**config.mk**
```make
export PLATFORM = sky130hd
export DESIGN_NAME = kiqs_ctrl
export DESIGN_NICKNAME = d
export VERILOG_FILES = /design/src/design/kiqs_pkg.sv /design/src/design/kiqs_ctrl.sv
export SDC_FILE = /design/constraint.sdc
export NUM_CORES = 1
export LEC_CHECK = 0
export ABC_AREA = 1
export ABC_CLOCK_PERIOD_IN_PS = 1600
export BUFFER_PORTS_ARGS = -buffer_cell sky130_fd_sc_hd__buf_4
export CORE_AREA = 4 4 41 43
export CTS_BUF_LIST = sky130_fd_sc_hd__clkbuf_8
export CTS_CLUSTER_SIZE = 12
export DETAILED_ROUTE_END_ITERATION = 10
export DIE_AREA = 0 0 45 47
export PLACE_DENSITY = 0.3
export SYNTH_ARGS = -nofsm -noshare
export SYNTH_HDL_FRONTEND = slang
export SYNTH_SLANG_ARGS = --single-unit
```
**constraint.sdc**
```tcl
create_clock -name clock -period 1.6 [get_ports clock]
set_clock_uncertainty 0.05 [all_clocks]
set_input_delay 0.24 -clock clock [delete_from_list [all_inputs] [get_ports clock]]
set_output_delay 0.24 -clock clock [all_outputs]
set_load 0.1 [all_outputs]
```
**src/design/kiqs_pkg.sv**
```systemverilog
package kiqs_pkg;

   localparam int QUEUE_DEPTH = 512;
   localparam int PTR_W = (QUEUE_DEPTH > 1) ? $clog2(QUEUE_DEPTH) : 1;
   localparam logic [PTR_W-1:0] PTR_LAST = PTR_W'(QUEUE_DEPTH - 1);

   localparam logic [1:0] KIND_TICK  = 2'd0;
   localparam logic [1:0] KIND_RAW   = 2'd1;
   localparam logic [1:0] KIND_ASCII = 2'd2;

   localparam logic [1:0] EV_NONE    = 2'd0;
   localparam logic [1:0] EV_PRESS   = 2'd1;
   localparam logic [1:0] EV_RELEASE = 2'd2;

   localparam logic [1:0] ST_OK          = 2'd0;
   localparam logic [1:0] ST_UNSUPPORTED = 2'd1;
   localparam logic [1:0] ST_FULL        = 2'd2;

   localparam logic [1:0] REG_ENTER_CODE   = 2'd0;
   localparam logic [1:0] REG_SHIFT_CODE   = 2'd1;
   localparam logic [1:0] REG_DEFAULT_HOLD = 2'd2;
   localparam logic [1:0] REG_GAP_TICKS    = 2'd3;

   localparam logic [6:0] CHAR_LF = 7'd10;
   localparam logic [6:0] CHAR_CR = 7'd13;

   typedef struct packed {
      logic [1:0] kind;
      logic [7:0] key_code;
      logic       shift;
      logic [7:0] hold_ticks;
      logic [6:0] ascii_char;
   } req_type;

   typedef struct packed {
      logic [1:0] event_kind;
      logic [7:0] event_key;
      logic [1:0] status;
      logic       busy_res;
      logic       last;
   } rsp_type;

   typedef struct packed {
      logic [7:0] enter_code;
      logic [7:0] shift_code;
      logic [7:0] default_hold;
      logic [3:0] gap_ticks;
   } cfg_type;

   typedef struct packed {
      logic load_item;
      logic exec;
      logic sel_second;
      logic rsp_valid;
   } cmd_type;

   typedef struct packed {
      logic two_results;
   } stat_type;

   typedef enum logic [1:0] {
      S_IDLE,
      S_EXEC,
      S_OUT0,
      S_OUT1
   } state_type;

   typedef struct packed {
      logic       valid;
      logic [7:0] key;
      logic       sh;
   } map_type;

   // ASCII to positional key code; shifted symbols share the key of their base.
   function automatic map_type map_char(input logic [6:0] ch);
      map_type m;
      m.valid = 1'b1;
      m.sh    = 1'b1;
      m.key   = {1'b0, ch};
      if (ch >= 7'h41 && ch <= 7'h5A) begin
         m.sh = 1'b0;
      end else if (ch >= 7'h61 && ch <= 7'h7A) begin
         m.key = {1'b0, ch - 7'h20};
      end else if (ch >= 7'h30 && ch <= 7'h39) begin
         m.sh = 1'b0;
      end else begin
         unique case (ch)
            7'h20, 7'h2E, 7'h2C, 7'h2F, 7'h3B, 7'h2D, 7'h5B, 7'h5D, 7'h5C: m.sh = 1'b0;
            7'h3A: begin m.key = 8'h27; m.sh = 1'b0; end   // ':'
            7'h40: begin m.key = 8'h60; m.sh = 1'b0; end   // '@'
            7'h5E: begin m.key = 8'h3D; m.sh = 1'b0; end   // '^'
            7'h21: m.key = 8'h31;
            7'h22: m.key = 8'h32;
            7'h23: m.key = 8'h33;
            7'h24: m.key = 8'h34;
            7'h25: m.key = 8'h35;
            7'h26: m.key = 8'h36;
            7'h27: m.key = 8'h37;
            7'h28: m.key = 8'h38;
            7'h29: m.key = 8'h39;
            7'h2A: m.key = 8'h27;
            7'h2B: m.key = 8'h3B;
            7'h3D: m.key = 8'h2D;
            7'h3C: m.key = 8'h2C;
            7'h3E: m.key = 8'h2E;
            7'h3F: m.key = 8'h2F;
            default: begin
               m.valid = 1'b0;
               m.sh    = 1'b0;
               m.key   = 8'h00;
            end
         endcase
      end
      return m;
   endfunction

endpackage

```
**src/design/kiqs_ctrl.sv**
```systemverilog
module kiqs_ctrl (
   input  logic                 clock,
   input  logic                 reset,
   input  logic                 req_valid,
   output logic                 req_ready,
   input  logic                 rsp_ready,
   input  kiqs_pkg::stat_type   stat,
   output kiqs_pkg::cmd_type    cmd
);

   kiqs_pkg::state_type state_ff;
   kiqs_pkg::state_type state_in;

   always_ff @(posedge clock) begin
      if (reset) begin
         state_ff <= kiqs_pkg::S_IDLE;
      end else begin
         state_ff <= state_in;
      end
   end

   always_comb begin
      state_in   = state_ff;
      req_ready  = 1'b0;
      cmd        = '0;
      unique case (state_ff)
         kiqs_pkg::S_IDLE: begin
            req_ready     = 1'b1;
            cmd.load_item = req_valid;
            if (req_valid) state_in = kiqs_pkg::S_EXEC;
         end
         kiqs_pkg::S_EXEC: begin
            cmd.exec = 1'b1;
            state_in = kiqs_pkg::S_OUT0;
         end
         kiqs_pkg::S_OUT0: begin
            cmd.rsp_valid = 1'b1;
            if (rsp_ready) begin
               state_in = stat.two_results ? kiqs_pkg::S_OUT1 : kiqs_pkg::S_IDLE;
            end
         end
         kiqs_pkg::S_OUT1: begin
            cmd.rsp_valid  = 1'b1;
            cmd.sel_second = 1'b1;
            if (rsp_ready) state_in = kiqs_pkg::S_IDLE;
         end
         default: state_in = kiqs_pkg::S_IDLE;
      endcase
   end

endmodule

```
==> results of run 1 <==
[power by group]
part	total (mW)	switching [mW]	leakage [nW]	internal [mW]
registers	0.0805	0.0201	0.0169	0.0604
logic	0.246	0.193	0.0956	0.0527
clock network	0.194	0.0354	0.0216	0.159
[routing by layer]
metal  share of wire (%)  routed length (µm)
met1                  34                 134
met2                  58                 227
met3                 6.9                  27
met4                   0                   0
met5                   0                   0
[metrics by stage]
step | TNS [ps] | hold WS [ps] | worst slack [ps]
6_report | 0 | 151 | 212
5_1_grt | 0 | 142 | 122
4_1_cts | 0 | 147 | 118
3_5_place_dp | 0 | 364 | 339
3_3_place_gp | 0 | 365 | 363
2_1_floorplan | -392 | 259 | -326
[worst max-delay path, stage by stage, from the launching register on]
cell,delay (ps)
dfxtp_1,440
inv_2,80
nor2_2,90
buf_4,290
[what timing repair did]
item / CTS / global route
setup buffers: 0 / 0
setup endpoints to repair: 0 / 1
resized for setup: 0 / 1
[Yosys cell counts (all sizes together)]
cell,n,area share [%]
dfxtp,2,31
or2,1,4.8
clkbuf,1,2.9
nand2,4,12
a31oi,1,4.8
buf,1,5.8
a21oi,2,7.7
nand3,2,7.7
inv,5,14
nor2,2,5.8
nor3,1,3.8
[worst max-delay path by stage]
stage                start  endpoint  slack (ps)
2_1_floorplan  state_ff[1]    cmd[3]        -330
3_3_place_gp   state_ff[1]    cmd[1]         360
3_5_place_dp   state_ff[1]    cmd[1]         340
4_1_cts        state_ff[1]    cmd[1]         120
5_1_grt        state_ff[0]    cmd[1]         120
6_report       state_ff[0]    cmd[2]         210
[layout make-up]
| cell class | instances | area (µm²) |
|---|---|---|
| tap | 15 | 18.8 |
| inverter | 5 | 18.8 |
| clock buffer | 3 | 41.3 |
| sequential | 2 | 41.3 |
| timing repair buffer | 9 | 67.6 |
| multi-input combinational | 13 | 70.1 |
| fill | 152 | 1040 |
[logic make-up (layout without fill, tap and decap cells)]
kind of cell	Yosys count	in the layout	share of synthesized area, %
simple gates	10	10	33.7
compound gates	3	3	12.5
buf+inv	7	17	23.1
flops	2	2	30.8
==> run_results.csv, run 1 <==
group,metric,value,unit
setup_path,worstSetupStartpointType,"register",
grt,track_usage,4.65,%
setup_path,r2r_cells,3,
yosys,synth_warnings,0,
power,power_density,2020,mW/mm²
grt,grt_overflow,0,
flow_run,drv_cap,0,
yosys,ys_seq_area_share,30.8,%
detailed_routing,firstDrtPassIters,1,
placement,dp_hpwl,316,µm
clock_network,cts_sinks,2,
timing,final_max_slew_viol_count,0,
min_path,hold_depth,2,
clock_network,clk_path_buf_depth,2,
final_layout,syn_to_final_growth,98.1,%
final_layout,reg_top3,"state_ff: 2 flops",
detailed_routing,wl_per_cell,8.28,µm
final_layout,most-common-layout-cells,"buf_4, nand2_1, inv_1",
yosys,syn_avg_cell_area,5.91,µm²
placement,placedCellCount,44,
setup_path,required,1310,ps
timing,finalSetupViolCount,0,
die,io_pins,10,
grt,grt_pass1_vias,178,
min_path,hold_path_end,"state_ff[1]",
power,vdd_drop_max,428,µV
detailed_routing,viasPerCell,3.53,
placement,dpl-instance-area,215,µm²
final_layout,stdcell_area,258,µm²
timing,rsz0062_at_grt,"false",
final_layout,final_core_util,19.8,%
grt,use_met3,2.68,%
placement,gp_congestion,0.763,
timing,hold_violations,0,
min_path,hold_path.class,"primary input to register",
timing,finalCriticalPeriod,1390,ps
die,start_util,10.0,%
grt,antenna_found_initial,0,
power,leakage,0.134,nW
clock_network,cts_inserted_buffers,3,
final_layout,final_cells,47,
die,core_area,0.00130,mm²
clock_network,cts_tree,"done",
power,finalPower,520,µW
yosys,yosysUniqueCellTypes,12,
clock_network,worstSkewPairLatency,210,ps
run_status,status,"complete, no violations",
timing,achievable-frequency,0.720,GHz
detailed_routing,vias,166,
clock_network,cts_htree_levels,1,
yosys,syn_nets,27,
die,die_w,45,µm
final_layout,nets,39,
die,rows,13,
setup_path,crit_type,"register to output port",
die,die-area,0.00212,mm²
setup_path,worstReg2RegStart,"state_ff[0]",
grt,grt_max_degree,10,
clock_network,root_buffer,"clkbuf_8",
detailed_routing,totalWireLength,389,µm
detailed_routing,drc,0,
setup_path,cp-end-kind,"output port",
yosys,netlist_instances,22,
setup_path,timing.rr.end,"state_ff[1]",
timing,slew_headroom,81.5,%
clock_network,holdBufCountCts,0,
grt,grtUsageMet2,7.91,%
final_layout,final_common_cell,"buf_4",
grt,grt_pass1_wl,683,µm
timing,period_share,86.8,%
final_layout,num_antenna_cells,0,
min_path,min_from,"reset",
setup_path,r2r_setup_slack,600,ps
detailed_routing,antenna_left,0,
clock_network,clk_pin_slew_worst_paths,30,ps
yosys,synth-seq-cells,2,
timing,tightestPinTransition,279,ps
yosys,syn_area,130,µm²
final_layout,largest_register_ffs,2,
setup_path,cp_max_fo,5,
grt,grt_use_met1,4.75,%
final_layout,largest-register,"state_ff",
placement,portBuffers,9,
setup_path,worst_ep_arrival_time,1100,ps
detailed_routing,drtIter0Drc,0,
die,die_height,47,µm
final_layout,layout-drive-gt1-share,53.1,%
grt,gr-max-usage-layer,"met2",
No activity file was read; power rests on OpenSTA's default activity.
==> run 2: changes to the inputs <==
ABC_AREA = not set   (was 1)
ABC_CLOCK_PERIOD_IN_PS = 1500   (was 1600)
clock period = 1.5 ns   (was 1.6 ns; I/O delays follow)
==> run_results.csv, run 2 <==
group,metric,value,unit
run_status,status,"complete, no violations",
final_layout,num_antenna_cells,0,
die,die_height,47,µm
yosys,synth.most_common_cell,"dfxtp_1",
clock_network,clk_pin_slew_worst_paths,30,ps
grt,grt_pass1_wl,669,µm
power,leakage,0.119,nW
placement,gp_congestion,0.610,
grt,grt_pass1_vias,161,
setup_path,crit_type,"register to output port",
yosys,syn_nets,18,
yosys,synth_xor_area_share,0,%
detailed_routing,vias,144,
yosys,synth_top_family_by_area,"simple AND/OR/NAND/NOR gates",
clock_network,post_cts_buffers,0,
timing,tightestPinTransition,280,ps
die,core_area,0.00130,mm²
grt,antenna_found_initial,0,
final_layout,largest-register,"state_ff",
yosys,synth_simple_gate_area_share,45.1,%
yosys,synth_top_area_share,35.2,%
timing,hold_violations,0,
timing,finalCriticalPeriod,1450,ps
yosys,synthMuxAreaShare,0,%
yosys,synth_compound_area_share,13.2,%
yosys,syn_area,114,µm²
yosys,synth.area.top_cells,"dfxtp_1, a311oi_1, and2b_2, nand4b_1, or3b_1",
power,finalPower,438,µW
yosys,ys_seq_area_share,35.2,%
clock_network,holdBufCountCts,0,
die,io_pins,10,
final_layout,most-common-layout-cells,"buf_4, clkbuf_8, dfxtp_1",
min_path,hold_path.class,"primary input to register",
power,power_density,1600,mW/mm²
die,die-area,0.00212,mm²
yosys,async_flop_share,0,%
clock_network,root_buffer,"clkbuf_8",
die,die_w,45,µm
clock_network,worstSkewPairLatency,210,ps
yosys,yosysUniqueCellTypes,12,
detailed_routing,totalWireLength,367,µm
setup_path,required,1220,ps
timing,rsz0062_at_grt,"false",
yosys,synth-main-ff-cell,"dfxtp_1",
final_layout,layout-drive-gt1-share,73.1,%
detailed_routing,drtIter0Drc,0,
timing,period_share,96.8,%
die,rows,13,
clock_network,cts_htree_levels,1,
yosys,synth-seq-cells,2,
detailed_routing,drc,0,
timing,finalSetupViolCount,0,
setup_path,worstSetupStartpointType,"register",
power,vdd_drop_max,788,µV
final_layout,largest_register_ffs,2,
setup_path,worst_ep_arrival_time,1180,ps
clock_network,cts_inserted_buffers,3,
clock_network,clk_path_buf_depth,2,
yosys,netlist_instances,13,
timing,achievable-frequency,0.689,GHz
yosys,syn_avg_cell_area,8.76,µm²
clock_network,cts_tree,"done",
detailed_routing,firstDrtPassIters,1,
setup_path,cp-end-kind,"output port",
grt,track_usage,5.05,%
detailed_routing,wl_per_cell,8.95,µm
placement,portBuffers,9,
grt,grt_max_degree,8,
yosys,synthAdderAreaFrac,0,%
yosys,synth_edf_count,0,
final_layout,reg_top3,"state_ff: 2 flops",
yosys,synth_warnings,0,
clock_network,cts_sinks,2,
timing,slew_headroom,81.5,%
setup_path,cp_max_fo,2,
final_layout,nets,33,
timing,tns,0,ps
flow_run,drv_cap,0,
grt,grt_overflow,0,
detailed_routing,viasPerCell,3.51,
final_layout,syn_to_final_growth,141,%
timing,hold_ws,132,ps
timing,final_max_slew_viol_count,0,
detailed_routing,antenna_left,0,
placement,dp_hpwl,294,µm
final_layout,final_common_cell,"buf_4",
die,start_util,8.75,%
yosys,synth_largest_area_cell,"dfxtp_1",
-- run 2: cell count changes in the layout (fill, tap and decap cells not counted), moves of 2 or more --
cell	delta
nand2_1	-4
inv_1	-4
nand3_1	-2
a21oi_1	-2
-- run 2: path summary, 6_finish.rpt --
path,start,endpoint,depth (start not counted),slack [ps]
worst max-delay path,state_ff[0],cmd[3],3,50
worst min register to register,state_ff[1],state_ff[0],2,520
worst max register to register,state_ff[0],state_ff[0],2,530
worst min-delay path,reset,state_ff[0],2,130
-- run 2: metrics by stage --
stage / setup WS (ps) / std cells / instance area, µm² / util, %
after CTS: 4.87 / 41 / 272 / 20.9
after global placement: 137 / 38 / 218 / 16.7
final: 48.7 / 41 / 274 / 21.1
after floorplan: 38.8 / 13 / 121 / -
after global routing: 13.0 / 41 / 274 / 21.1
after detailed placement: 147 / 38 / 218 / 16.7
-- run 2: cells by family (layout without fill, tap and decap cells) --
group           count (synthesis)  in the layout
compound gates                  2              2
buf+inv                         2             15
flops                           2              2
simple gates                    7              7
-- run 2: critical path, stage by stage (launching register included) --
cell and delay (ps):
dfxtp_1 300, or3b_4 410, clkinvlp_4 90, buf_12 160
-- run 2: per-layer routing --
layer | vias up | track usage (%) | wire length [µm]
met4 | 0 | 0 | 0
li1 | 72 | - | -
met3 | 0 | 7.28 | 56
met2 | 8 | 6.50 | 170
met5 | - | 0 | 0
met1 | 64 | 4.98 | 139
-- run 2: final cells by class --
| type | count | area (µm²) |
|---|---|---|
| timing repair buffer | 11 | 95.1 |
| tap | 15 | 18.8 |
| sequential | 2 | 40.0 |
| multi-input combinational | 9 | 71.3 |
| inverter | 1 | 7.51 |
| fill | 151 | 1030 |
| clock buffer | 3 | 41.3 |
-- run 2: timing repair --
| item | 4_1_cts | 5_1_grt |
|---|---|---|
| setup endpoints to repair | 1 | 1 |
| resized for setup | 3 | 1 |
| pin swaps | 0 | 0 |
-- run 2: power breakdown --
group / switching (mW) / internal [mW]
Clock: 0.0410 / 0.170
Sequential: 0.00230 / 0.0586
Combinational: 0.117 / 0.0490
==> run 3: changes to the inputs <==
--- a/config.mk
+++ b/config.mk
@@ -15,2 +15,3 @@
 export PLACE_DENSITY = 0.3
+export SLEW_MARGIN = 20
 export SYNTH_ARGS = -nofsm -noshare
--- a/constraint.sdc
+++ b/constraint.sdc
@@ -4,2 +4,2 @@
 set_output_delay 0.225 -clock clock [all_outputs]
-set_load 0.1 [all_outputs]
+set_load 0.02 [all_outputs]
==> run_results.csv, run 3 (synthesis gave the netlist of run 2 again) <==
group,metric,value,unit
clock_network,cts_inserted_buffers,3,
power,p_sw_share,22.2,%
final_layout,largest_register_ffs,2,
clock_network,post_cts_buffers,0,
setup_path,worstSetupStartpointType,"register",
timing,tns,0,ps
clock_network,cts_tree,"done",
power,p_seq_share,19.9,%
setup_path,crit_chain,"or3b_4, inv_1, buf_4",
timing,hold_ws,133,ps
grt,grt_overflow,0,
power,p_comb_share,18.8,%
grt,track_usage,4.73,%
timing,period_share,95.6,%
power,p_int,262,µW
setup_path,slowest_stage,"or3b_4",
placement,placedCellCount,36,
flow_run,drv_cap,0,
final_layout,nets,31,
run_status,status,"complete, no violations",
clock_network,root_buffer,"clkbuf_8",
clock_network,clk_path_buf_depth,2,
min_path,hold_path.class,"primary input to register",
placement,gp_congestion,0.564,
final_layout,largest-register,"state_ff",
die,core_area,0.00130,mm²
clock_network,holdBufCountCts,0,
timing,slew_headroom,84.7,%
die,rows,13,
final_layout,final_common_cell,"buf_4",
clock_network,cts_htree_levels,1,
clock_network,ctsResizeCount,0,
clock_network,clk_pin_slew_worst_paths,30,ps
setup_path,required,1220,ps
detailed_routing,viasPerCell,3.54,
final_layout,multi_input_area,68.8,µm²
die,die-area,0.00212,mm²
grt,grt_pass1_vias,158,
setup_path,cp_top_family,"simple AND/OR/NAND/NOR gates",
timing,finalCriticalPeriod,1430,ps
final_layout,reg_top3,"state_ff: 2 flops",
final_layout,num_antenna_cells,0,
timing,rsz0062_at_grt,"false",
final_layout,final_cells,39,
power,vdd_drop_max,421,µV
setup_path,cp-end-kind,"output port",
final_layout,n_fill_cell,160,
detailed_routing,drc,0,
timing,hold_violations,0,
grt,grt_max_degree,9,
placement,portBuffers,9,
timing,final_max_slew_viol_count,0,
power,finalPower,336,µW
detailed_routing,vias,138,
power,power.switching,74.8,µW
die,die_w,45,µm
power,power_density,1400,mW/mm²
grt,antenna_found_initial,0,
placement,dp_hpwl,277,µm
detailed_routing,firstDrtPassIters,1,
die,io_pins,10,
detailed_routing,antenna_left,0,
grt,grt_pass1_wl,648,µm
die,die_height,47,µm
detailed_routing,drtIter0Drc,0,
timing,tightestPinTransition,229,ps
detailed_routing,wl_per_cell,8.72,µm
final_layout,regArea,40.0,µm²
setup_path,worst_ep_arrival_time,1160,ps
clock_network,cts_sinks,2,
power,pwr-share-clk,61.3,%
final_layout,most-common-layout-cells,"buf_4, clkbuf_8, dfxtp_1",
setup_path,crit_type,"register to output port",
final_layout,syn_to_final_growth,111,%
final_layout,layout-drive-gt1-share,62.5,%
die,start_util,8.75,%
timing,achievable-frequency,0.697,GHz
timing,finalSetupViolCount,0,
setup_path,cp.buffers_inverters,2,
detailed_routing,totalWireLength,340,µm
setup_path,slowest_delay,410,ps
setup_path,r2r_setup_slack,480,ps
setup_path,cp_max_fo,7,
power,leakage,0.111,nW
clock_network,worstSkewPairLatency,210,ps
run 3: cell count changes in the layout (fill, tap and decap cells not counted), sizes merged:
cell,before,now
buf,11,9
inv,0,1
clkinvlp,1,0
run 3: layout make-up:
class                           instances  share of cell area (%)
Clock buffer                            3                    17.2
Inverter                                1                    1.56
Multi-Input combinational cell          9                    28.6
Sequential cell                         2                    16.7
Tap cell                               15                    7.81
Timing Repair Buffer                    9                    28.1
run 3: worst register-to-register path, stage by stage, from the launching register on:
cell,delay (ps)
dfxtp_1,350
or3b_4,410
a31oi_1,130
run 3: through the flow:
stage	instance area, µm²	setup WS [ps]	util [%]
after floorplan	114	369	-
after global placement	196	272	15.1
after detailed placement	196	274	15.1
after CTS	238	50.2	18.3
after global routing	240	9.26	18.5
final	240	65.6	18.5
run 3: power groups by stage:
stage                     Sequential [mW]  Clock [mW]  Combinational [mW]
after detailed placement           0.0672           0              0.0619
after global routing               0.0691       0.224              0.0680
final                              0.0669       0.206              0.0633
after CTS                          0.0666       0.215              0.0620
after global placement             0.0676           0              0.0616
after floorplan                    0.0646           0              0.0333
run 3: final timing paths:
path / cells past startpoint / startpoint / endpoint
setup / recovery: 3 / state_ff[0] / cmd[3]
hold / removal: 2 / reset / state_ff[0]
setup reg to reg: 2 / state_ff[0] / state_ff[0]
hold reg to reg: 2 / state_ff[0] / state_ff[0]
run 3: layer usage:
metal	part of all wire (%)	GRT usage, %
met5	0	0
met4	0	3.51
met3	9.1	3.45
met2	59	7.34
met1	32	4.30
