==> src/design/kiqs_pkg.sv <==
package kiqs_pkg;

   localparam int QUEUE_DEPTH = 512;
   localparam int PTR_W = (QUEUE_DEPTH > 1) ? $clog2(QUEUE_DEPTH) : 1;
   localparam logic [PTR_W-1:0] PTR_LAST = PTR_W'(QUEUE_DEPTH - 1);

   localparam logic [1:0] KIND_TICK  = 2'd0;
   localparam logic [1:0] KIND_RAW   = 2'd1;
   localparam logic [1:0] KIND_ASCII = 2'd2;

   localparam logic [1:0] EV_NONE    = 2'd0;
   localparam logic [1:0] EV_PRESS   = 2'd1;
   localparam logic [1:0] EV_RELEASE = 2'd2;

   localparam logic [1:0] ST_OK          = 2'd0;
   localparam logic [1:0] ST_UNSUPPORTED = 2'd1;
   localparam logic [1:0] ST_FULL        = 2'd2;

   localparam logic [1:0] REG_ENTER_CODE   = 2'd0;
   localparam logic [1:0] REG_SHIFT_CODE   = 2'd1;
   localparam logic [1:0] REG_DEFAULT_HOLD = 2'd2;
   localparam logic [1:0] REG_GAP_TICKS    = 2'd3;

   localparam logic [6:0] CHAR_LF = 7'd10;
   localparam logic [6:0] CHAR_CR = 7'd13;

   typedef struct packed {
      logic [1:0] kind;
      logic [7:0] key_code;
      logic       shift;
      logic [7:0] hold_ticks;
      logic [6:0] ascii_char;
   } req_type;

   typedef struct packed {
      logic [1:0] event_kind;
      logic [7:0] event_key;
      logic [1:0] status;
      logic       busy_res;
      logic       last;
   } rsp_type;

   typedef struct packed {
      logic [7:0] enter_code;
      logic [7:0] shift_code;
      logic [7:0] default_hold;
      logic [3:0] gap_ticks;
   } cfg_type;

   typedef struct packed {
      logic load_item;
      logic exec;
      logic sel_second;
      logic rsp_valid;
   } cmd_type;

   typedef struct packed {
      logic two_results;
   } stat_type;

   typedef enum logic [1:0] {
      S_IDLE,
      S_EXEC,
      S_OUT0,
      S_OUT1
   } state_type;

   typedef struct packed {
      logic       valid;
      logic [7:0] key;
      logic       sh;
   } map_type;

   // ASCII to positional key code; shifted symbols share the key of their base.
   function automatic map_type map_char(input logic [6:0] ch);
      map_type m;
      m.valid = 1'b1;
      m.sh    = 1'b1;
      m.key   = {1'b0, ch};
      if (ch >= 7'h41 && ch <= 7'h5A) begin
         m.sh = 1'b0;
      end else if (ch >= 7'h61 && ch <= 7'h7A) begin
         m.key = {1'b0, ch - 7'h20};
      end else if (ch >= 7'h30 && ch <= 7'h39) begin
         m.sh = 1'b0;
      end else begin
         unique case (ch)
            7'h20, 7'h2E, 7'h2C, 7'h2F, 7'h3B, 7'h2D, 7'h5B, 7'h5D, 7'h5C: m.sh = 1'b0;
            7'h3A: begin m.key = 8'h27; m.sh = 1'b0; end   // ':'
            7'h40: begin m.key = 8'h60; m.sh = 1'b0; end   // '@'
            7'h5E: begin m.key = 8'h3D; m.sh = 1'b0; end   // '^'
            7'h21: m.key = 8'h31;
            7'h22: m.key = 8'h32;
            7'h23: m.key = 8'h33;
            7'h24: m.key = 8'h34;
            7'h25: m.key = 8'h35;
            7'h26: m.key = 8'h36;
            7'h27: m.key = 8'h37;
            7'h28: m.key = 8'h38;
            7'h29: m.key = 8'h39;
            7'h2A: m.key = 8'h27;
            7'h2B: m.key = 8'h3B;
            7'h3D: m.key = 8'h2D;
            7'h3C: m.key = 8'h2C;
            7'h3E: m.key = 8'h2E;
            7'h3F: m.key = 8'h2F;
            default: begin
               m.valid = 1'b0;
               m.sh    = 1'b0;
               m.key   = 8'h00;
            end
         endcase
      end
      return m;
   endfunction

endpackage

==> src/design/kiqs_csr.sv <==
module kiqs_csr (
   input  logic                 clock,
   input  logic                 reset,
   input  logic                 psel,
   input  logic                 penable,
   input  logic                 pwrite,
   input  logic [3:0]           paddr,
   input  logic [31:0]          pwdata,
   output logic [31:0]          prdata,
   output logic                 pready,
   output kiqs_pkg::cfg_type    cfg
);

   kiqs_pkg::cfg_type cfg_ff;
   kiqs_pkg::cfg_type cfg_in;
   logic              wr_en;

   assign pready = 1'b1;
   assign wr_en  = psel & penable & pwrite;
   assign cfg    = cfg_ff;

   always_comb begin
      cfg_in = cfg_ff;
      if (wr_en) begin
         unique case (paddr[3:2])
            kiqs_pkg::REG_ENTER_CODE:   cfg_in.enter_code   = pwdata[7:0];
            kiqs_pkg::REG_SHIFT_CODE:   cfg_in.shift_code   = pwdata[7:0];
            kiqs_pkg::REG_DEFAULT_HOLD: cfg_in.default_hold = pwdata[7:0];
            kiqs_pkg::REG_GAP_TICKS:    cfg_in.gap_ticks    = pwdata[3:0];
            default: ;
         endcase
      end
   end

   always_comb begin
      unique case (paddr[3:2])
         kiqs_pkg::REG_ENTER_CODE:   prdata = {24'd0, cfg_ff.enter_code};
         kiqs_pkg::REG_SHIFT_CODE:   prdata = {24'd0, cfg_ff.shift_code};
         kiqs_pkg::REG_DEFAULT_HOLD: prdata = {24'd0, cfg_ff.default_hold};
         kiqs_pkg::REG_GAP_TICKS:    prdata = {28'd0, cfg_ff.gap_ticks};
         default:                    prdata = 32'd0;
      endcase
   end

   always_ff @(posedge clock) begin
      if (reset) begin
         cfg_ff.enter_code   <= 8'd13;
         cfg_ff.shift_code   <= 8'd200;
         cfg_ff.default_hold <= 8'd3;
         cfg_ff.gap_ticks    <= 4'd2;
      end else begin
         cfg_ff <= cfg_in;
      end
   end

endmodule

==> config.mk <==
export PLATFORM = sky130hd
export DESIGN_NAME = kiqs_csr
export DESIGN_NICKNAME = d
export VERILOG_FILES = /design/src/design/kiqs_pkg.sv /design/src/design/kiqs_csr.sv
export SDC_FILE = /design/constraint.sdc
export NUM_CORES = 1
export LEC_CHECK = 0
export ABC_AREA = 1
export BUFFER_PORTS_ARGS = -buffer_cell sky130_fd_sc_hd__buf_2
export CAP_MARGIN = 15
export CORE_AREA = 2 2 56 84
export CTS_CLUSTER_SIZE = 12
export DETAILED_ROUTE_END_ITERATION = 6
export DIE_AREA = 0 0 58 86
export PLACE_DENSITY = 0.73
export SLEW_MARGIN = 40
export SYNTH_ARGS = -nofsm -noshare
export SYNTH_HDL_FRONTEND = slang
export SYNTH_SLANG_ARGS = --single-unit
==> constraint.sdc <==
create_clock -name clock -period 0.8 [get_ports clock]
set_input_delay 0.04 -clock clock [delete_from_list [all_inputs] [get_ports clock]]
set_output_delay 0.04 -clock clock [all_outputs]
set_load 0.005 [all_outputs]
==> metrics.txt, run 1 <==
status complete, but fails checks; failing checks setup timing; std cell rows 29; placed instance count between 300 and 400; Max Cap Viol 0; Mapped Area approximately 0.0015 sq mm; routability cong. roughly 0.8; P_leak 0.001195 uW; initial antenna violation count 0; Crit. End Element primary output; Final Non-Filler Cells around 360; H-tree lvl count 1; Die X 58 microns; CP Launch Type flop; Final period util 119.9%; core box area about 0.0042 sq mm; Top delay family on crit path flip-flops; clk root buf clkbuf_8; post-synth top area share about 37%; Clock Sinks 28; crit-path cells nand2_2, nand4_1, buf_2; first-pass GRT wire length 6900 microns; Worst path slowest cell dfxtp_2; number of fill cells roughly 400; CP max stage delay 0.35 ns; Inserted Clock Buffers 3; setup violators final 25; VDD IR max 781.4 uV; vias in the first global route approximately 1600; Overall Power between 2000 and 3000 uW; fin. max-slew vios 0; final hold vios 0; post-synthesis instance total roughly 230; P&R area growth vs syn 53.32%; Critical Path RT 0.76 ns; drt pass-1 iters 4; DR vias roughly 1700; final worst setup slack -0.1588 ns; Main synth FF type dfxtp_1; clock slew at reported path FFs 0.09 ns; layout cells sized above 1 a little under half; CTS tree yes; all-layer global routing usage 17.56%; power per cell area 1182 mW/mm^2; RSZ-0062 raised after global routing true; count leader, synth nand2_1; DRT antenna net count 0; nets@finish 358; cells taking the most area after synthesis dfxtp_1, nand2_1, buf_4, nand3_1, nor2_1; gr ovfl total 0; ys async rst share 0%; num ports 102; Starting Density 35.85%; largest net degree at the start of global routing 29; Die Area about 0.0050 sq mm; Seq/Total Area, Yosys 37.15%; clk_lat worst skew around 0.27 ns; Worst Path Buf+Inv 1; WL/cell between 10 and 15 microns; DR iter-0 viols 38; synthesized flop and latch total 28; min Tclk post-route 0.9588 ns; max reg flops 28; most frequent cells after synthesis nand2_1, nor2_1, nand3_1; Synth area leader dfxtp_1; worst-path maximum fanout 3; DP Wirelength 3016 microns; DRC Markers 0; Post-synth EDFFs 0; Synth cell types 16; Die Y-Extent 86 microns; Crit Path Class reg2out; number of diodes 0; Routed WL 4175 microns; Via density about 4.6; Worst Skew 0 ns; PortBufs 50; clock buffer depth 2; CP Data Arrival Time a little over 0.9 ns; Ys Warns 0; Fmax about 1000 MHz; hold crit path type in2reg; Syn Area/Cell about 6.5 sq um
[layer usage]
layer	track usage, %	vias to the layer above	share of wire (%)
met1	19.08	738	37
met5	0	-	0
met2	31.92	83	53
met4	9.514	0	4.1
li1	-	835	-
met3	2.262	15	6.6
[worst min-delay path, cell delays in order]
cell and delay, ns:
buf_2 0.10, nand2_1 0.05, nand3_1 0.06
[power breakdown]
part | internal [uW] | total [uW] | switching (uW)
Clock | 338 | 765 | 427
Combinational | 240 | 518 | 278
Sequential | 1430 | 1450 | 26.1
Total | 2000 | 2740 | 730
[cells in the final DEF (no fill, tap or decap)]
| cell | count |
|---|---|
| nand4_1 | 4 |
| clkbuf_8 | 3 |
| dfxtp_4 | 1 |
| buf_4 | 22 |
| o21ai_0 | 1 |
| nor2_2 | 4 |
| nand3_1 | 30 |
| nand3_2 | 3 |
| inv_1 | 9 |
| dfxtp_2 | 27 |
| nor2_1 | 40 |
| conb_1 | 25 |
| buf_6 | 38 |
| dlygate4sd3_1 | 1 |
| nand2_2 | 13 |
| nand2_1 | 59 |
| inv_2 | 4 |
| nor2_4 | 2 |
| buf_12 | 1 |
| buf_2 | 28 |
[through the flow]
stage	setup TNS [ns]	utilization [%]	setup WS [ns]	area (sq um)	hold WS (ns)
4_1_cts	-2.119	52.53	-0.1285	2211	0.001538
5_1_grt	-2.906	54.96	-0.2118	2313	0.01478
3_3_place_gp	-1.255	43.22	-0.06420	1819	0.2804
6_report	-2.018	54.96	-0.1588	2313	0.005649
2_1_floorplan	0	-	0.06979	1595	0.1661
3_5_place_dp	-1.917	43.22	-0.08489	1819	0.2887
[logic make-up (layout without fill, tap and decap cells)]
family          after synthesis  in the layout  share of synthesized area [%]
buf+inv                      45            106                          18.57
flops                        28             28                          37.15
simple gates                155            155                          43.45
other cells                   2             25                         0.4977
compound gates                1              1                         0.3314
[layout make-up]
class	instances	area (sq um)	area share [%]
tap	46	57.56	2.488
sequential	28	598.1	25.85
timing repair buffer	90	763.2	32.99
multi-input combinational	181	804.5	34.78
clock buffer	3	41.29	1.785
inverter	13	48.80	2.109
[what timing repair did]
item	in CTS	in global routing
setup endpoints to repair	25	33
gates resized for setup	60	25
hold buffers	1	0
setup buffers	19	3
hold endpoints to repair	1	0
pin swaps	10	16
[worst paths after layout]
| kind | from | end | slack (ns) | cells past startpoint |
|---|---|---|---|---|
| max reg2reg | cfg[26] | cfg[26] | 0.02 | 4 |
| max | cfg[1] | prdata[1] | -0.16 | 3 |
| min | pwdata[1] | cfg[1] | 0.006 | 3 |
| min reg2reg | cfg[22] | cfg[22] | 0.50 | 2 |
(Power assumes the default switching activity.)
==> run 2: changes to the inputs <==
--- a/config.mk
+++ b/config.mk
@@ -12,7 +12,7 @@
 export CTS_CLUSTER_SIZE = 12
 export DETAILED_ROUTE_END_ITERATION = 6
 export DIE_AREA = 0 0 58 86
-export PLACE_DENSITY = 0.73
+export PLACE_DENSITY = 0.76
 export SLEW_MARGIN = 40
 export SYNTH_ARGS = -nofsm -noshare
 export SYNTH_HDL_FRONTEND = slang
==> run 2 against run 1 <==
- the run still ends with setup timing left
- worst hold slack got worse by 0.00050 ns
- register-to-register slack got worse by 0.03 ns
- sequential power barely moved
- via count fell by 0.60%
- sequential share of layout area fell by 0.65 points
- combinational power rose by 4%
- clock power rose by 49%
- critical path depth did not move
- critical path type unchanged
- critical endpoint is now prdata[3]
- largest power group unchanged
==> metrics.txt, run 2 (synthesis results as in run 1) <==
status complete, but fails checks; failing checks setup timing; Starting Density 35.85% (unchanged); core box area 0.004209 sq mm (unchanged); Die X 58 microns (unchanged); setup violators final 26 (+4.0%); fin. max-slew vios 0 (unchanged); CTS tree yes; initial antenna violation count 0 (unchanged); clock buffer depth 2 (unchanged); worst r2r src cfg[26]; R2R cell count 4 (unchanged); all-layer global routing usage 17.12% (-0.44 points); Worst Skew 0 ns (unchanged); Die Y-Extent 86 microns (unchanged); Routed WL 4296 microns (+2.9%); Inserted Clock Buffers 3 (unchanged); number of diodes 0 (unchanged); Fmax 1052 MHz (+0.90%); H-tree lvl count 1 (unchanged); Crit. End Element primary output; worst-path maximum fanout 2 (-1); most frequent cells in the layout nand2_1, nor2_1, buf_2; max reg flops 28 (unchanged); reg-to-reg endpoint cfg[26]; sequential share of power 46.4% (-6.7 points); WL/cell 11.67 microns (+0.94%); DP Wirelength 2998 microns (-0.59%); layout cells sized above 1 46.27% (-0.076 points); P_leak 0.001228 uW (+2.7%); CP Launch Type flop; clock power share 36.5% (+8.5 points); Via density 4.514 (-2.5%); vias in the first global route 1530 (-3.4%); Max Cap Viol 0 (unchanged); Overall Power 3135 uW (+15%); Switching Share 24.93% (-1.8 points); combinational power share 17.1% (-1.8 points); min Tclk post-route 0.9502 ns (-0.008585 ns); Setup TNS -2.212 ns (-0.1945 ns); DRT antenna net count 0 (unchanged); Die Area 0.004988 sq mm (unchanged); Hold Path Origin pwdata[2]; VDD IR max 1045 uV (+34%); register-to-register setup slack -0.01 ns (-0.03 ns); hold crit path type in2reg; final hold vios 0 (unchanged); std cell rows 29 (unchanged); gr ovfl total 0 (unchanged); final worst setup slack -0.1502 ns (+0.008585 ns); Int Power 2353 uW (+17%); num ports 102 (unchanged); Worst Hold End cfg[22]; DRC Markers 0 (unchanged); DR iter-0 viols 50 (+32%); drt pass-1 iters 4 (unchanged); first-pass GRT wire length 6762 microns (-2.0%); Final period util 118.8% (-1.1 points); routability cong. 0.7801 (-5.4%); PortBufs 50 (unchanged); CP Data Arrival Time 0.91 ns (about the same); area post-placement 0.001854 sq mm (+1.9%); Crit Path Class reg2out; DR vias 1661 (-0.60%); hold path depth 3 (unchanged); NetSw 781.6 uW (+7.0%); largest net degree at the start of global routing 29 (unchanged); clk root buf clkbuf_8; P&R area growth vs syn 56.63%; Final Cell Area 0.002364 sq mm (+2.2%); Clock Sinks 28 (unchanged); clk_lat worst skew 0.28 ns (about the same); Critical Path RT 0.76 ns (about the same); nets@finish 364 (+1.7%); power per cell area 1326 mW/mm^2 (+12%); Crit. Startpoint cfg[15]; clock slew at reported path FFs 0.10 ns (about the same); commonest non-fill, non-tap cell in the layout nand2_1; RSZ-0062 raised after global routing true
## run 2: cell count changes in the layout (fill, tap and decap cells not counted), moves of 2 or more
cell | previous run | this run
buf_2 | 28 | 33
buf_4 | 22 | 26
buf_6 | 38 | 32
dlygate4sd3_1 | 1 | 3
nand2_1 | 59 | 62
nand2_2 | 13 | 10
## run 2: routing by layer
| layer | track usage (%) | share of wire (%) | routed length (microns) | up-vias |
|---|---|---|---|---|
| met2 | 31.82 | 53 | 2291 | 68 |
| met5 | 0 | 0 | 0 | - |
| met1 | 19.87 | 40 | 1722 | 739 |
| met4 | 5.920 | 0.79 | 34 | 0 |
| met3 | 1.508 | 5.7 | 247 | 5 |
| li1 | - | - | - | 849 |
## run 2: worst max path at each step
stage / end / slack, ns / depth (start not counted)
after CTS: prdata[2] / -0.14 / 3
after detailed placement: cfg[17] / -0.09 / 6
final: prdata[3] / -0.15 / 3
after global placement: cfg[12] / -0.06 / 6
after floorplan: cfg[4] / 0.07 / 6
after global routing: prdata[2] / -0.20 / 3
## run 2: what timing repair did
action | 4_1_cts | 5_1_grt
buffers inserted | 18 | 5
gates resized for setup | 54 | 22
hold endpoints to repair | 4 | 0
hold buffers | 3 | 0
endpoints found under the setup margin | 33 | 36
pin swaps | 15 | 8
## run 2: through the flow
stage	std cells	hold WS, ns	setup WS [ns]	utilization (%)
2_1_floorplan	254	0.1661	0.06979	-
3_3_place_gp	339	0.2676	-0.05682	44.05
3_5_place_dp	339	0.2748	-0.09200	44.05
4_1_cts	364	0.001738	-0.1409	53.69
5_1_grt	368	0.01276	-0.2000	56.15
6_report	368	0.005146	-0.1502	56.15
## run 2: final cells by class
type                    count  area, sq um
clock buffers               3        41.29
clock inverters             1        30.03
fillers                   409         1846
inverters                  13        48.80
multi-input cells         181        799.5
flip-flops and latches     28        595.6
well taps                  46        57.56
repair buffers             96        790.8
## run 2: critical path: stages (launching register included)
cell	delay [ns]
dfxtp_2	0.34
nand2_2	0.07
nand4_1	0.08
buf_2	0.14
## run 2: power groups by stage
stage	sequential (uW)	clock, uW	combinational, uW
2_1_floorplan	1480	0	317
4_1_cts	1450	1150	511
3_5_place_dp	1480	0	437
6_report	1450	1140	537
5_1_grt	1460	1200	594
3_3_place_gp	1480	0	431
==> run 3: changes to the inputs <==
--- a/config.mk
+++ b/config.mk
@@ -13,6 +13,7 @@
 export DETAILED_ROUTE_END_ITERATION = 6
 export DIE_AREA = 0 0 58 86
 export PLACE_DENSITY = 0.76
+export SETUP_SLACK_MARGIN = 0.3
 export SLEW_MARGIN = 40
 export SYNTH_ARGS = -nofsm -noshare
 export SYNTH_HDL_FRONTEND = slang
==> run 3 against run 2 <==
- the run ends with hold timing, setup timing left
- global-route usage grew 2.1 points
- clock-buffer cell count stayed put
- sequential power about the same
- register-to-register slack is essentially flat
- first-iteration DRC count is 30% higher
- critical path type unchanged
==> metrics.txt, run 3 (synthesis results as in run 1) <==
status complete, but fails checks; failing checks hold timing, setup timing; CP max stage delay 0.34 ns (about the same); VDD IR max 879.9 uV (-16%); Crit. End Element primary output; hold crit path type in2reg; DRC Markers 0 (unchanged); largest net degree at the start of global routing 29 (unchanged); gr ovfl total 0 (unchanged); Top delay family on crit path flip-flops; clock buffer depth 2 (unchanged); reg-to-reg endpoint cfg[21]; Routed WL 5486 microns (+28%); hold slack -0.008864 ns (-0.01401 ns); Die X 58 microns (unchanged); DR vias 1835 (+10%); WL/cell 14.91 microns (+28%); number of fill cells 316 (-23%); layout cells sized above 1 59.94% (+14 points); Via density 4.986 (+10%); core box area 0.004209 sq mm (unchanged); Worst Skew 0 ns (unchanged); clk root buf clkbuf_8; RSZ-0062 raised after global routing true; Critical Path RT 0.76 ns (about the same); P&R area growth vs syn 78.36%; CP Data Arrival Time 0.95 ns (+0.04 ns); Fmax 1009 MHz (-4.1%); number of diodes 0 (unchanged); Starting Density 35.85% (unchanged); std cell rows 29 (unchanged); power per cell area 1222 mW/mm^2 (-7.9%); Max Cap Viol 0 (unchanged); P_leak 0.001293 uW (+5.3%); placed instance count 334 (-1.5%); max reg flops 28 (unchanged); DRT antenna net count 0 (unchanged); first-pass GRT wire length 7389 microns (+9.3%); routability cong. 0.8374 (+7.3%); final hold vios 2 (+2); H-tree lvl count 1 (unchanged); DP Wirelength 2994 microns (-0.14%); Worst Hold End cfg[22]; all-layer global routing usage 19.18% (+2.1 points); Die Area 0.004988 sq mm (unchanged); nets@finish 364 (unchanged); fin. max-slew vios 0 (unchanged); Crit Path Class reg2out; crit-path cells nand2_1, nand4_1, buf_2; drt pass-1 iters 4 (unchanged); vias in the first global route 1656 (+8.2%); num ports 102 (unchanged); min Tclk post-route 0.9912 ns (+0.04100 ns); Final Non-Filler Cells 368 (unchanged); hold path depth 3 (unchanged); area post-placement 0.001916 sq mm (+3.3%); initial antenna violation count 0 (unchanged); final worst setup slack -0.1912 ns (-0.04100 ns); clock slew at reported path FFs 0.10 ns (about the same); commonest non-fill, non-tap cell in the layout nand2_1; PortBufs 50 (unchanged); register-to-register setup slack -0.01 ns (about the same); setup violators final 25 (-3.8%); final core occ 63.94% (+7.8 points); R2R cell count 4 (unchanged); Die Y-Extent 86 microns (unchanged); Final Cell Area 0.002691 sq mm (+14%); worst-path maximum fanout 2 (unchanged); DR iter-0 viols 65 (+30%); Worst path slowest cell dfxtp_2; CP Launch Type flop; worst r2r src cfg[21]; Hold Path Origin pwdata[2]; most frequent cells in the layout nand2_1, buf_6, buf_2; Clock Sinks 28 (unchanged); clk_lat worst skew 0.28 ns (about the same); Inserted Clock Buffers 3 (unchanged); CTS tree yes; Worst Path Buf+Inv 1 (unchanged); Final period util 123.9% (+5.1 points)
run 3: cell types whose count changed in the layout (fill, tap and decap cells not counted), sizes merged:
cell	before	now
dlygate4sd3	3	0
buf	93	96
run 3: repair_timing:
action	CTS	global route
setup buffers	14	15
pin swaps	64	35
resized for setup	66	59
cloned	1	0
endpoints found under the hold margin	4	2
endpoints found under the setup margin	64	64
run 3: routing by layer:
layer | wire length [microns] | part of all wire [%] | track usage [%] | up-vias
li1 | - | - | - | 853
met1 | 1911 | 35 | 19.26 | 862
met2 | 3013 | 55 | 35.33 | 103
met3 | 363 | 6.6 | 2.715 | 17
met4 | 197 | 3.6 | 12.68 | 0
met5 | 0 | 0 | 0 | -
run 3: metrics by stage:
step	total power, uW	setup slack [ns]	setup TNS [ns]
finish	3289	-0.1912	-2.171
global route	3392	-0.2342	-2.903
CTS	3161	-0.1355	-1.662
detailed placement	1961	-0.1549	-3.806
global placement	1953	-0.1294	-3.024
floorplan	1835	0.1937	0
run 3: area by class of cell:
| type | count | area [sq um] | area share, % |
|---|---|---|---|
| tap | 46 | 57.56 | 2.139 |
| clock inverter | 1 | 30.03 | 1.116 |
| multi-input combinational | 181 | 1035 | 38.45 |
| inverter | 13 | 56.30 | 2.092 |
| timing repair buffer | 96 | 868.3 | 32.26 |
| sequential | 28 | 603.1 | 22.41 |
| clock buffer | 3 | 41.29 | 1.534 |
run 3: tightest hold or removal path, cell delays in order:
cell	delay (ns)
buf_2	0.09
nand2_1	0.06
nand3_2	0.06
run 3: report_power, final:
part           switching, uW  internal (uW)  total, uW
logic                    374            322        696
registers               28.4           1420       1450
clock network            473            671       1140
total                    875           2410       3290
run 3: worst max-delay path by stage:
stage	cells after the start	to	slack, ns	from
CTS	3	prdata[1]	-0.14	cfg[1]
detailed placement	7	cfg[25]	-0.15	psel
finish	3	prdata[1]	-0.19	cfg[1]
floorplan	6	cfg[4]	0.19	psel
global placement	6	prdata[1]	-0.13	paddr[3]
global route	3	prdata[3]	-0.23	cfg[3]
